$ cat config.mk
export PLATFORM = sky130hd
export DESIGN_NAME = pinned_lru_frame_replacer_core
export DESIGN_NICKNAME = d
export VERILOG_FILES = /design/src/hdl/plfr_pkg.sv /design/src/hdl/pinned_lru_frame_replacer_core.sv /design/src/hdl/plfr_ram.sv /design/src/hdl/plfr_victim.sv
export SDC_FILE = /design/constraint.sdc
export NUM_CORES = 1
export LEC_CHECK = 0
export ABC_AREA = 1
export BUFFER_PORTS_ARGS = -buffer_cell sky130_fd_sc_hd__buf_2
export CORE_MARGIN = 1
export CORE_UTILIZATION = 30
export CTS_CLUSTER_SIZE = 10
export DETAILED_ROUTE_END_ITERATION = 10
export GPL_ROUTABILITY_DRIVEN = 0
export GPL_TIMING_DRIVEN = 0
export PLACE_DENSITY = 0.47
export REMOVE_ABC_BUFFERS = 1
export SYNTH_ARGS = -nofsm -noshare
export SYNTH_HDL_FRONTEND = slang
export SYNTH_SLANG_ARGS = --single-unit
$ cat constraint.sdc
create_clock -name clk -period 5.1 [get_ports clk]
set_clock_uncertainty 0.15 [all_clocks]
set_input_delay 0.765 -clock clk [delete_from_list [all_inputs] [get_ports clk]]
set_output_delay 0.765 -clock clk [all_outputs]
set_load 0.005 [all_outputs]
$ cat src/hdl/plfr_pkg.sv
// ----------------------------------------------------------------------------
// plfr_pkg: shared types and constants of the pinned LRU frame replacer.
// Holds the field widths, the sequencer state type and the control group
// that the sequencer sends to the victim search unit.
// ----------------------------------------------------------------------------
package plfr_pkg;

    // Field widths of the request and result items.
    localparam int FRAME_W = 4;
    localparam int BLOCK_W = 16;
    localparam int FILE_W  = 4;

    // Per-frame bookkeeping widths.
    localparam int STAMP_W = 32;
    localparam int PIN_W   = 8;

    // Pin counts saturate at this value.
    localparam logic [PIN_W-1:0] PIN_MAX = 8'hFF;

    // Result status codes.
    localparam logic STATUS_OK       = 1'b0;
    localparam logic STATUS_NO_FRAME = 1'b1;

    // Sequencer states.
    typedef enum logic [2:0] {
        ST_IDLE,
        ST_SCAN,
        ST_DECIDE,
        ST_LOAD,
        ST_UPDATE,
        ST_OUT
    } plfr_state_t;

    // Control from the sequencer to the victim search unit.
    typedef struct packed {
        logic clear;
        logic sample;
    } scan_ctrl_t;

endpackage

$ cat src/hdl/pinned_lru_frame_replacer_core.sv
// ----------------------------------------------------------------------------
// pinned_lru_frame_replacer_core: buffer-pool frame replacer.
// Picks a frame for a disk block, reports a write-back of a dirty victim and
// installs the new block with a fresh use stamp and one more pin.
// ----------------------------------------------------------------------------
// One request item is handled at a time and gives one result item. A victim
// search reads the frame records from a memory with one read port, one frame
// per cycle, into a shared stamp comparator, then passes the decide, load and
// update states before the result is offered, or goes from decide straight
// to the result when every frame is pinned. A forced frame skips the scan and
// passes load and update; a forced frame beyond the pool goes straight to the
// result. The result waits in an output register until it is taken, and
// in_stall stays high from acceptance until then. Frame records come out of
// reset as all zero through a per-frame valid bit, so no clearing pass runs.
// ----------------------------------------------------------------------------
module pinned_lru_frame_replacer_core #(
    parameter int FRAMES = 16,
    parameter int FILES  = 16
) (
    input  logic                           clk,
    input  logic                           rst_n,
    // Request channel.
    input  logic                           in_valid,
    output logic                           in_stall,
    input  logic                           forced_valid,
    input  logic [plfr_pkg::FRAME_W-1:0]   forced_frame,
    input  logic [plfr_pkg::BLOCK_W-1:0]   block_number,
    input  logic [plfr_pkg::FILE_W-1:0]    file_id,
    input  logic                           dirty_on_load,
    // Result channel.
    output logic                           out_valid,
    input  logic                           out_stall,
    output logic                           status,
    output logic [plfr_pkg::FRAME_W-1:0]   frame,
    output logic                           writeback_needed,
    output logic [plfr_pkg::FILE_W-1:0]    writeback_file,
    output logic [plfr_pkg::BLOCK_W-1:0]   writeback_block
);

    localparam int IDX_W = $clog2(FRAMES);
    localparam int CNT_W = $clog2(FRAMES + 1);

    // Frame record layout in the memory.
    localparam int OFF_STAMP = 0;
    localparam int OFF_PIN   = OFF_STAMP + plfr_pkg::STAMP_W;
    localparam int OFF_DIRTY = OFF_PIN + plfr_pkg::PIN_W;
    localparam int OFF_OCC   = OFF_DIRTY + 1;
    localparam int OFF_BLOCK = OFF_OCC + 1;
    localparam int OFF_FILE  = OFF_BLOCK + plfr_pkg::BLOCK_W;
    localparam int OFF_SEEN  = OFF_FILE + plfr_pkg::FILE_W;
    localparam int REC_W     = OFF_SEEN + FILES;

    plfr_pkg::plfr_state_t        state_reg;
    plfr_pkg::plfr_state_t        state_next;

    logic [CNT_W-1:0]             cnt_reg;
    logic [CNT_W-1:0]             cnt_next;
    logic [CNT_W-1:0]             cnt_dec;
    logic [IDX_W-1:0]             sel_reg;
    logic [IDX_W-1:0]             sel_next;
    logic [plfr_pkg::STAMP_W-1:0] stamp_reg;
    logic [plfr_pkg::STAMP_W-1:0] stamp_next;
    logic [FRAMES-1:0]            valid_reg;
    logic [FRAMES-1:0]            valid_next;
    logic [IDX_W-1:0]             rd_addr_reg;

    // Latched request payload.
    logic [plfr_pkg::BLOCK_W-1:0] blk_reg;
    logic [plfr_pkg::BLOCK_W-1:0] blk_next;
    logic [plfr_pkg::FILE_W-1:0]  file_reg;
    logic [plfr_pkg::FILE_W-1:0]  file_next;
    logic                         dirty_reg;
    logic                         dirty_next;

    // Result registers.
    logic                         res_status_reg;
    logic                         res_status_next;
    logic [plfr_pkg::FRAME_W-1:0] res_frame_reg;
    logic [plfr_pkg::FRAME_W-1:0] res_frame_next;
    logic                         res_wb_reg;
    logic                         res_wb_next;
    logic [plfr_pkg::FILE_W-1:0]  res_wbf_reg;
    logic [plfr_pkg::FILE_W-1:0]  res_wbf_next;
    logic [plfr_pkg::BLOCK_W-1:0] res_wbb_reg;
    logic [plfr_pkg::BLOCK_W-1:0] res_wbb_next;

    // Datapath wires.
    logic                         accept;
    logic                         forced_in_range;
    logic [31:0]                  forced_ext;
    logic [31:0]                  sel_ext;
    logic                         file_in_range;
    logic [FILES-1:0]             seen_bit;
    logic [REC_W-1:0]             ram_q;
    logic [REC_W-1:0]             rec;
    logic [REC_W-1:0]             new_rec;
    logic [plfr_pkg::PIN_W-1:0]   old_pin;
    logic [plfr_pkg::PIN_W-1:0]   new_pin;
    logic [plfr_pkg::STAMP_W-1:0] stamp_inc;
    logic                         ram_wr_en;
    logic [IDX_W-1:0]             ram_rd_addr;
    plfr_pkg::scan_ctrl_t         scan_ctrl;
    logic [IDX_W-1:0]             scan_idx;
    logic                         vic_found;
    logic [IDX_W-1:0]             vic_idx;

    assign accept          = in_valid && !in_stall;
    assign forced_ext      = 32'(forced_frame);
    assign forced_in_range = forced_ext < 32'(FRAMES);
    assign sel_ext         = 32'(sel_reg);
    assign file_in_range   = 32'(file_reg) < 32'(FILES);
    assign seen_bit        = FILES'(1) << file_reg;
    assign cnt_dec         = cnt_reg - CNT_W'(1);
    assign scan_idx        = cnt_dec[IDX_W-1:0];

    // Frames never written read as the all-zero reset record.
    assign rec = valid_reg[rd_addr_reg] ? ram_q : '0;

    // Updated record of the chosen frame.
    assign old_pin   = rec[OFF_PIN +: plfr_pkg::PIN_W];
    assign new_pin   = (old_pin == plfr_pkg::PIN_MAX) ? old_pin
                                                      : old_pin + plfr_pkg::PIN_W'(1);
    assign stamp_inc = stamp_reg + plfr_pkg::STAMP_W'(1);

    always_comb
    begin
        new_rec                                 = rec;
        new_rec[OFF_STAMP +: plfr_pkg::STAMP_W] = stamp_inc;
        new_rec[OFF_PIN +: plfr_pkg::PIN_W]     = new_pin;
        new_rec[OFF_DIRTY]                      = dirty_reg;
        new_rec[OFF_OCC]                        = 1'b1;
        new_rec[OFF_BLOCK +: plfr_pkg::BLOCK_W] = blk_reg;
        new_rec[OFF_FILE +: plfr_pkg::FILE_W]   = file_reg;
        if (file_in_range)
        begin
            new_rec[OFF_SEEN +: FILES] = rec[OFF_SEEN +: FILES] | seen_bit;
        end
    end

    // Frame record memory.
    plfr_ram #(
        .WIDTH (REC_W),
        .DEPTH (FRAMES)
    ) u_ram (
        .clk     (clk),
        .wr_en   (ram_wr_en),
        .wr_addr (sel_reg),
        .wr_data (new_rec),
        .rd_addr (ram_rd_addr),
        .rd_data (ram_q)
    );

    // Victim search unit.
    plfr_victim #(
        .FRAMES (FRAMES)
    ) u_victim (
        .clk      (clk),
        .rst_n    (rst_n),
        .ctrl     (scan_ctrl),
        .idx      (scan_idx),
        .stamp    (rec[OFF_STAMP +: plfr_pkg::STAMP_W]),
        .pin      (old_pin),
        .found    (vic_found),
        .best_idx (vic_idx)
    );

    // Next-state logic of the sequencer.
    always_comb
    begin
        state_next = state_reg;
        case (state_reg)
            plfr_pkg::ST_IDLE:
            begin
                if (in_valid)
                begin
                    if (!forced_valid)
                    begin
                        state_next = plfr_pkg::ST_SCAN;
                    end
                    else if (forced_in_range)
                    begin
                        state_next = plfr_pkg::ST_LOAD;
                    end
                    else
                    begin
                        state_next = plfr_pkg::ST_OUT;
                    end
                end
            end
            plfr_pkg::ST_SCAN:
            begin
                if (cnt_reg == CNT_W'(FRAMES))
                begin
                    state_next = plfr_pkg::ST_DECIDE;
                end
            end
            plfr_pkg::ST_DECIDE:
            begin
                state_next = vic_found ? plfr_pkg::ST_LOAD : plfr_pkg::ST_OUT;
            end
            plfr_pkg::ST_LOAD:
            begin
                state_next = plfr_pkg::ST_UPDATE;
            end
            plfr_pkg::ST_UPDATE:
            begin
                state_next = plfr_pkg::ST_OUT;
            end
            plfr_pkg::ST_OUT:
            begin
                if (!out_stall)
                begin
                    state_next = plfr_pkg::ST_IDLE;
                end
            end
            default:
            begin
                state_next = plfr_pkg::ST_IDLE;
            end
        endcase
    end

    // Control outputs of the sequencer.
    always_comb
    begin
        in_stall         = 1'b1;
        out_valid        = 1'b0;
        ram_wr_en        = 1'b0;
        ram_rd_addr      = sel_reg;
        scan_ctrl.clear  = 1'b0;
        scan_ctrl.sample = 1'b0;
        case (state_reg)
            plfr_pkg::ST_IDLE:
            begin
                in_stall        = 1'b0;
                scan_ctrl.clear = 1'b1;
            end
            plfr_pkg::ST_SCAN:
            begin
                ram_rd_addr      = cnt_reg[IDX_W-1:0];
                scan_ctrl.sample = (cnt_reg != '0);
            end
            plfr_pkg::ST_UPDATE:
            begin
                ram_wr_en = 1'b1;
            end
            plfr_pkg::ST_OUT:
            begin
                out_valid = 1'b1;
            end
            default:
            begin
                in_stall = 1'b1;
            end
        endcase
    end

    // Datapath next values.
    always_comb
    begin
        cnt_next        = cnt_reg;
        sel_next        = sel_reg;
        stamp_next      = stamp_reg;
        valid_next      = valid_reg;
        blk_next        = blk_reg;
        file_next       = file_reg;
        dirty_next      = dirty_reg;
        res_status_next = res_status_reg;
        res_frame_next  = res_frame_reg;
        res_wb_next     = res_wb_reg;
        res_wbf_next    = res_wbf_reg;
        res_wbb_next    = res_wbb_reg;
        case (state_reg)
            plfr_pkg::ST_IDLE:
            begin
                if (accept)
                begin
                    cnt_next        = '0;
                    sel_next        = forced_ext[IDX_W-1:0];
                    blk_next        = block_number;
                    file_next       = file_id;
                    dirty_next      = dirty_on_load;
                    res_status_next = plfr_pkg::STATUS_NO_FRAME;
                    res_frame_next  = '0;
                    res_wb_next     = 1'b0;
                    res_wbf_next    = '0;
                    res_wbb_next    = '0;
                end
            end
            plfr_pkg::ST_SCAN:
            begin
                cnt_next = cnt_reg + CNT_W'(1);
            end
            plfr_pkg::ST_DECIDE:
            begin
                sel_next = vic_idx;
            end
            plfr_pkg::ST_UPDATE:
            begin
                stamp_next           = stamp_inc;
                valid_next[sel_reg]  = 1'b1;
                res_status_next      = plfr_pkg::STATUS_OK;
                res_frame_next       = sel_ext[plfr_pkg::FRAME_W-1:0];
                if (rec[OFF_DIRTY])
                begin
                    res_wb_next  = 1'b1;
                    res_wbf_next = rec[OFF_FILE +: plfr_pkg::FILE_W];
                    res_wbb_next = rec[OFF_BLOCK +: plfr_pkg::BLOCK_W];
                end
            end
            default:
            begin
                cnt_next = cnt_reg;
            end
        endcase
    end

    // Control state.
    always_ff @(posedge clk or negedge rst_n)
    begin
        if (!rst_n)
        begin
            state_reg <= plfr_pkg::ST_IDLE;
            cnt_reg   <= '0;
            stamp_reg <= '0;
            valid_reg <= '0;
        end
        else
        begin
            state_reg <= state_next;
            cnt_reg   <= cnt_next;
            stamp_reg <= stamp_next;
            valid_reg <= valid_next;
        end
    end

    // Payload registers.
    always_ff @(posedge clk)
    begin
        sel_reg        <= sel_next;
        rd_addr_reg    <= ram_rd_addr;
        blk_reg        <= blk_next;
        file_reg       <= file_next;
        dirty_reg      <= dirty_next;
        res_status_reg <= res_status_next;
        res_frame_reg  <= res_frame_next;
        res_wb_reg     <= res_wb_next;
        res_wbf_reg    <= res_wbf_next;
        res_wbb_reg    <= res_wbb_next;
    end

    assign status           = res_status_reg;
    assign frame            = res_frame_reg;
    assign writeback_needed = res_wb_reg;
    assign writeback_file   = res_wbf_reg;
    assign writeback_block  = res_wbb_reg;

    // A no-frame result carries no frame and no write-back.
    a_no_frame_clean: assert property (@(posedge clk) disable iff (!rst_n)
        (out_valid && (status == plfr_pkg::STATUS_NO_FRAME))
            |-> ((frame == '0) && !writeback_needed))
        else $error("no-frame result carries a frame or a write-back");

    // The global stamp moves only when a frame is installed.
    a_stamp_hold: assert property (@(posedge clk) disable iff (!rst_n)
        (state_reg != plfr_pkg::ST_UPDATE) |=> $stable(stamp_reg))
        else $error("global stamp changed outside an install");

    // Frame valid bits are never cleared once set.
    a_valid_sticky: assert property (@(posedge clk) disable iff (!rst_n)
        1'b1 |=> ((valid_reg & $past(valid_reg)) == $past(valid_reg)))
        else $error("frame valid bit cleared");

    // Memory writes happen only while no item is being taken or offered.
    a_write_quiet: assert property (@(posedge clk) disable iff (!rst_n)
        ram_wr_en |-> (in_stall && !out_valid))
        else $error("frame record written while a channel is active");

endmodule

$ cat src/hdl/plfr_ram.sv
// ----------------------------------------------------------------------------
// plfr_ram: generic single-write, single-read memory.
// One write port and one read port; the read data is registered.
// ----------------------------------------------------------------------------
module plfr_ram #(
    parameter int WIDTH = 8,
    parameter int DEPTH = 16
) (
    input  logic                     clk,
    input  logic                     wr_en,
    input  logic [$clog2(DEPTH)-1:0] wr_addr,
    input  logic [WIDTH-1:0]         wr_data,
    input  logic [$clog2(DEPTH)-1:0] rd_addr,
    output logic [WIDTH-1:0]         rd_data
);

    logic [WIDTH-1:0] mem_reg [DEPTH];
    logic [WIDTH-1:0] rd_data_reg;

    // Write port.
    always_ff @(posedge clk)
    begin
        if (wr_en)
        begin
            mem_reg[wr_addr] <= wr_data;
        end
    end

    // Registered read port.
    always_ff @(posedge clk)
    begin
        rd_data_reg <= mem_reg[rd_addr];
    end

    assign rd_data = rd_data_reg;

endmodule

$ cat src/hdl/plfr_victim.sv
// ----------------------------------------------------------------------------
// plfr_victim: victim search unit.
// Takes one frame record per sample and keeps the lowest-indexed unpinned
// frame with the smallest use stamp, through one shared 32-bit comparator.
// ----------------------------------------------------------------------------
module plfr_victim #(
    parameter int FRAMES = 16
) (
    input  logic                              clk,
    input  logic                              rst_n,
    input  plfr_pkg::scan_ctrl_t              ctrl,
    input  logic [$clog2(FRAMES)-1:0]         idx,
    input  logic [plfr_pkg::STAMP_W-1:0]      stamp,
    input  logic [plfr_pkg::PIN_W-1:0]        pin,
    output logic                              found,
    output logic [$clog2(FRAMES)-1:0]         best_idx
);

    localparam int IDX_W = $clog2(FRAMES);

    logic                         found_reg;
    logic                         found_next;
    logic [IDX_W-1:0]             best_idx_reg;
    logic [IDX_W-1:0]             best_idx_next;
    logic [plfr_pkg::STAMP_W-1:0] best_stamp_reg;
    logic [plfr_pkg::STAMP_W-1:0] best_stamp_next;
    logic                         take;

    // Shared comparator: a strictly smaller stamp keeps the earlier frame on ties.
    assign take = (pin == '0) && (!found_reg || (stamp < best_stamp_reg));

    always_comb
    begin
        found_next      = found_reg;
        best_idx_next   = best_idx_reg;
        best_stamp_next = best_stamp_reg;
        if (ctrl.clear)
        begin
            found_next = 1'b0;
        end
        else if (ctrl.sample && take)
        begin
            found_next      = 1'b1;
            best_idx_next   = idx;
            best_stamp_next = stamp;
        end
    end

    always_ff @(posedge clk or negedge rst_n)
    begin
        if (!rst_n)
        begin
            found_reg <= 1'b0;
        end
        else
        begin
            found_reg <= found_next;
        end
    end

    // Best candidate payload.
    always_ff @(posedge clk)
    begin
        best_idx_reg   <= best_idx_next;
        best_stamp_reg <= best_stamp_next;
    end

    assign found    = found_reg;
    assign best_idx = best_idx_reg;

endmodule

==> qor.csv <==
stage,metric,value,unit
cells_and_area,proportion of layout cells with a drive suffix above 1,10.5,%
worst_setup_path,Crit path top cell by count,buf_16,
clock_tree,worst-case clock buffer depth,3,
logic_synthesis,mux cell area share after synthesis,0,%
clock_tree,htree depth,4,
logic_synthesis,Synth Instances,3447,
timing,final period utilization,91.0,%
worst_setup_path,CP cell instances,"inv_2, nor3_4, nand2_1, o21ai_4, buf_16, buf_12, buf_12, buf_16, buf_12, buf_16, inv_8, buf_16, buf_16, bufbuf_16, o21ai_0, o22ai_1, o211ai_1, nand2_1",
logic_synthesis,Post-Synth Adder-Cell Area,1.00,%
run_status,status,finished clean,
floorplan,IO Count,58,
logic_synthesis,Synth Warn #,0,
logic_synthesis,number of flops mapped to enable cells by yosys,1063,
logic_synthesis,"Seq/Total Area, Yosys",75.0,%
timing,RSZ-0062 raised after global routing,false,
cells_and_area,max reg flops,976,
cells_and_area,area delta synth->final,19.2,%
floorplan,die width,394,um
logic_synthesis,post-synthesis simple-gate area fraction,8.01,%
pwr,worst vdd ir,0.000542,V
timing,"Setup violations, final",0,
clock_tree,total CTS buffers,141,
logic_synthesis,Syn Area/Cell,13.4,sq um
route,routed vias,28300,
global_routing,met2 Use GR,26.0,%
worst_setup_path,crit-path leading delay family,buffers and inverters,
worst_setup_path,Critical-path top delay cell,bufbuf_16,
route,vias per cell,4.97,
floorplan,Rows,143,
timing,Max Freq,216,MHz
floorplan,die footprint,0.155,sq mm
global_routing,number of global-route vias before repair,28300,
clock_tree,clk slew on worst S/H paths,0.06,ns
logic_synthesis,post-synthesis compound-gate area fraction,11.6,%
clock_tree,TritonCTS clock tree,built,
global_routing,initial antenna violation count,1,
cells_and_area,most frequent cells in the layout,"edfxtp_1 (1,063), nor2_1 (566), o21ai_0 (438)",
logic_synthesis,ys async rst share,4.81,%
global_routing,Most Crowded Layer GR,met2,
timing,Slew headroom,10.1,%
logic_synthesis,Most used DFF post-synth,edfxtp_1,
flow_run,max cap viols,0,
global_routing,first-pass GRT wire length,188000,um
logic_synthesis,main combinational cell family by area after synthesis,compound AO/OA/AOI/OAI gates,
global_routing,met1 GRT Util,22.4,%
floorplan,core area,0.152,sq mm
pwr,Pleak,19.4,nW
logic_synthesis,post-synthesis xor/xnor area fraction,0.778,%
clock_tree,Root Driver,clkbuf_16,
worst_setup_path,Buf/Inv on CP,11,
route,DRC viols,0,
worst_hold_path,Worst Hold Class,input pin to flop,
clock_tree,CTS sink cnt,1185,
worst_setup_path,Crit Path Max Fanout,82,
place,dpl hpwl,71400,um
route,DR pass1 iterations,5,
route,post-route ant nets,0,
route,final WL,128000,um
global_routing,GRT Overall Usage,16.2,%
cells_and_area,"leading cell type in the layout, fill and taps excluded",edfxtp_1,
cells_and_area,post-route core utilization,36.1,%
worst_setup_path,Setup crit start kind,flop,
cells_and_area,Total Nets Final,3628,
worst_setup_path,Worst Path Arrival,5.12,ns
clock_tree,Skew-Pair Late Insertion Delay,0.76,ns
logic_synthesis,mapped cell area,0.0462,sq mm
logic_synthesis,number of synthesized register bits,1185,
timing,Final min period,4.64,ns
logic_synthesis,synth unique cells,42,
worst_setup_path,critical path required time,5.58,ns
timing,final hold vios,0,
worst_setup_path,slowest cell delay on critical path,0.45,ns
global_routing,met3 Usage GRT,2.41,%
floorplan,chip height,394,um
worst_setup_path,CP endpoint kind,flop,
global_routing,largest net degree at the start of global routing,128,
cells_and_area,diodes inserted,0,
global_routing,Congestion Overflow GR,0,
floorplan,Starting Density,30.3,%
timing,Slew @ Worst Pin,1.34,ns
worst_setup_path,critical path class,flop to flop,
timing,Max Slew Vio Count,0,
timing,total negative setup slack,0,ns
pwr,pwr dens,628,mW/mm^2
place,port buffer count,57,
route,DR iter-0 viols,2347,
route,wire per inst,22.4,um
==> Yosys cell counts, types with 2 or more instances <==
library cell	number	area [sq um]
a211oi_1	3	22.5
a21oi_1	14	70.1
buf_2	84	420
buf_4	8	60.1
buf_6	10	113
clkbuf_1	112	420
dfrtp_1	57	1430
dfxtp_1	65	1300
edfxtp_1	1063	31900
ha_1	37	463
inv_1	157	589
inv_2	6	22.5
nand2_1	221	830
nand2_2	3	18.8
nand3_1	80	400
nand3_2	2	20.0
nand4_1	8	50.1
nor2_1	584	2190
nor3_1	13	65.1
nor3_2	4	40.0
nor4_1	4	25.0
o211ai_1	74	556
o21a_1	2	15.0
o21ai_0	441	2210
o21ai_1	91	455
o21ai_2	3	26.3
o221ai_1	172	1510
o22ai_1	76	475
xnor2_1	5	43.8
xor2_1	36	315
==> per-stage QoR <==
stage / cells / setup slack [ns] / cell area [sq um] / hold WS [ns] / power [mW]
CTS: 5698 / 0.0902 / 55000 / 0.00746 / 34.8
detailed placement: 5424 / -0.552 / 50500 / 0.303 / 25.3
floorplan: 3232 / -21.18 / 45200 / 0.277 / 19.9
global placement: 5319 / -64.98 / 48000 / 0.294 / 21.4
global route: 5703 / 0.137 / 55000 / 0.0259 / 36.6
finish: 5703 / 0.460 / 55000 / 0.0538 / 34.6
==> area by class of cell <==
cell class / instances / area [sq um]
inverters: 164 / 648
clock inverters: 20 / 213
well taps: 2030 / 2540
clock buffers: 235 / 4010
flip-flops and latches: 1185 / 34600
repair buffers: 185 / 2880
multi-input cells: 1884 / 10100
fillers: 14700 / 97400
==> where the power goes <==
part | total, mW | switching [mW] | internal (mW)
logic | 13.0 | 8.82 | 4.22
registers | 12.3 | 0.363 | 11.9
clock network | 9.24 | 3.88 | 5.36
total | 34.6 | 13.1 | 21.5
==> layer usage <==
| layer | part of all wire (%) | routed length [um] |
|---|---|---|
| met5 | 0 | 0 |
| met2 | 46 | 59200 |
| met4 | 2.5 | 3150 |
| met3 | 4.4 | 5580 |
| met1 | 47 | 59600 |
==> path summary, 6_finish.rpt <==
kind                                  from                 to  slack [ns]  depth (start not counted)
max                           state_reg[0]  u_ram.rd_data[10]        0.46                         18
min reg2reg                   valid_reg[4]       valid_reg[4]        0.31                          2
min                        block_number[9]         blk_reg[9]        0.05                          1
min in group asynchronous            rst_n      stamp_reg[28]        0.48                          3
max reg2reg                   state_reg[0]  u_ram.rd_data[10]        0.46                         18
max in group asynchronous            rst_n         cnt_reg[3]        4.02                          3
==> kinds of logic after synthesis <==
group                      after synthesis
adders and majority gates               37
buffers and inverters                  379
AOI/OAI and AO/OA                      881
DFF                                   1185
and+or+nand+nor                        924
xor gates and xnor gates                41
==> what timing repair did <==
item,4_1_cts,5_1_grt
gates resized for setup,1,2
setup endpoints to repair,104,100
hold endpoints to repair,71,0
setup buffers,2,2
pin swaps,1,1
cloned,2,2
hold buffers,15,0
No activity file was read; power rests on OpenSTA's default activity.
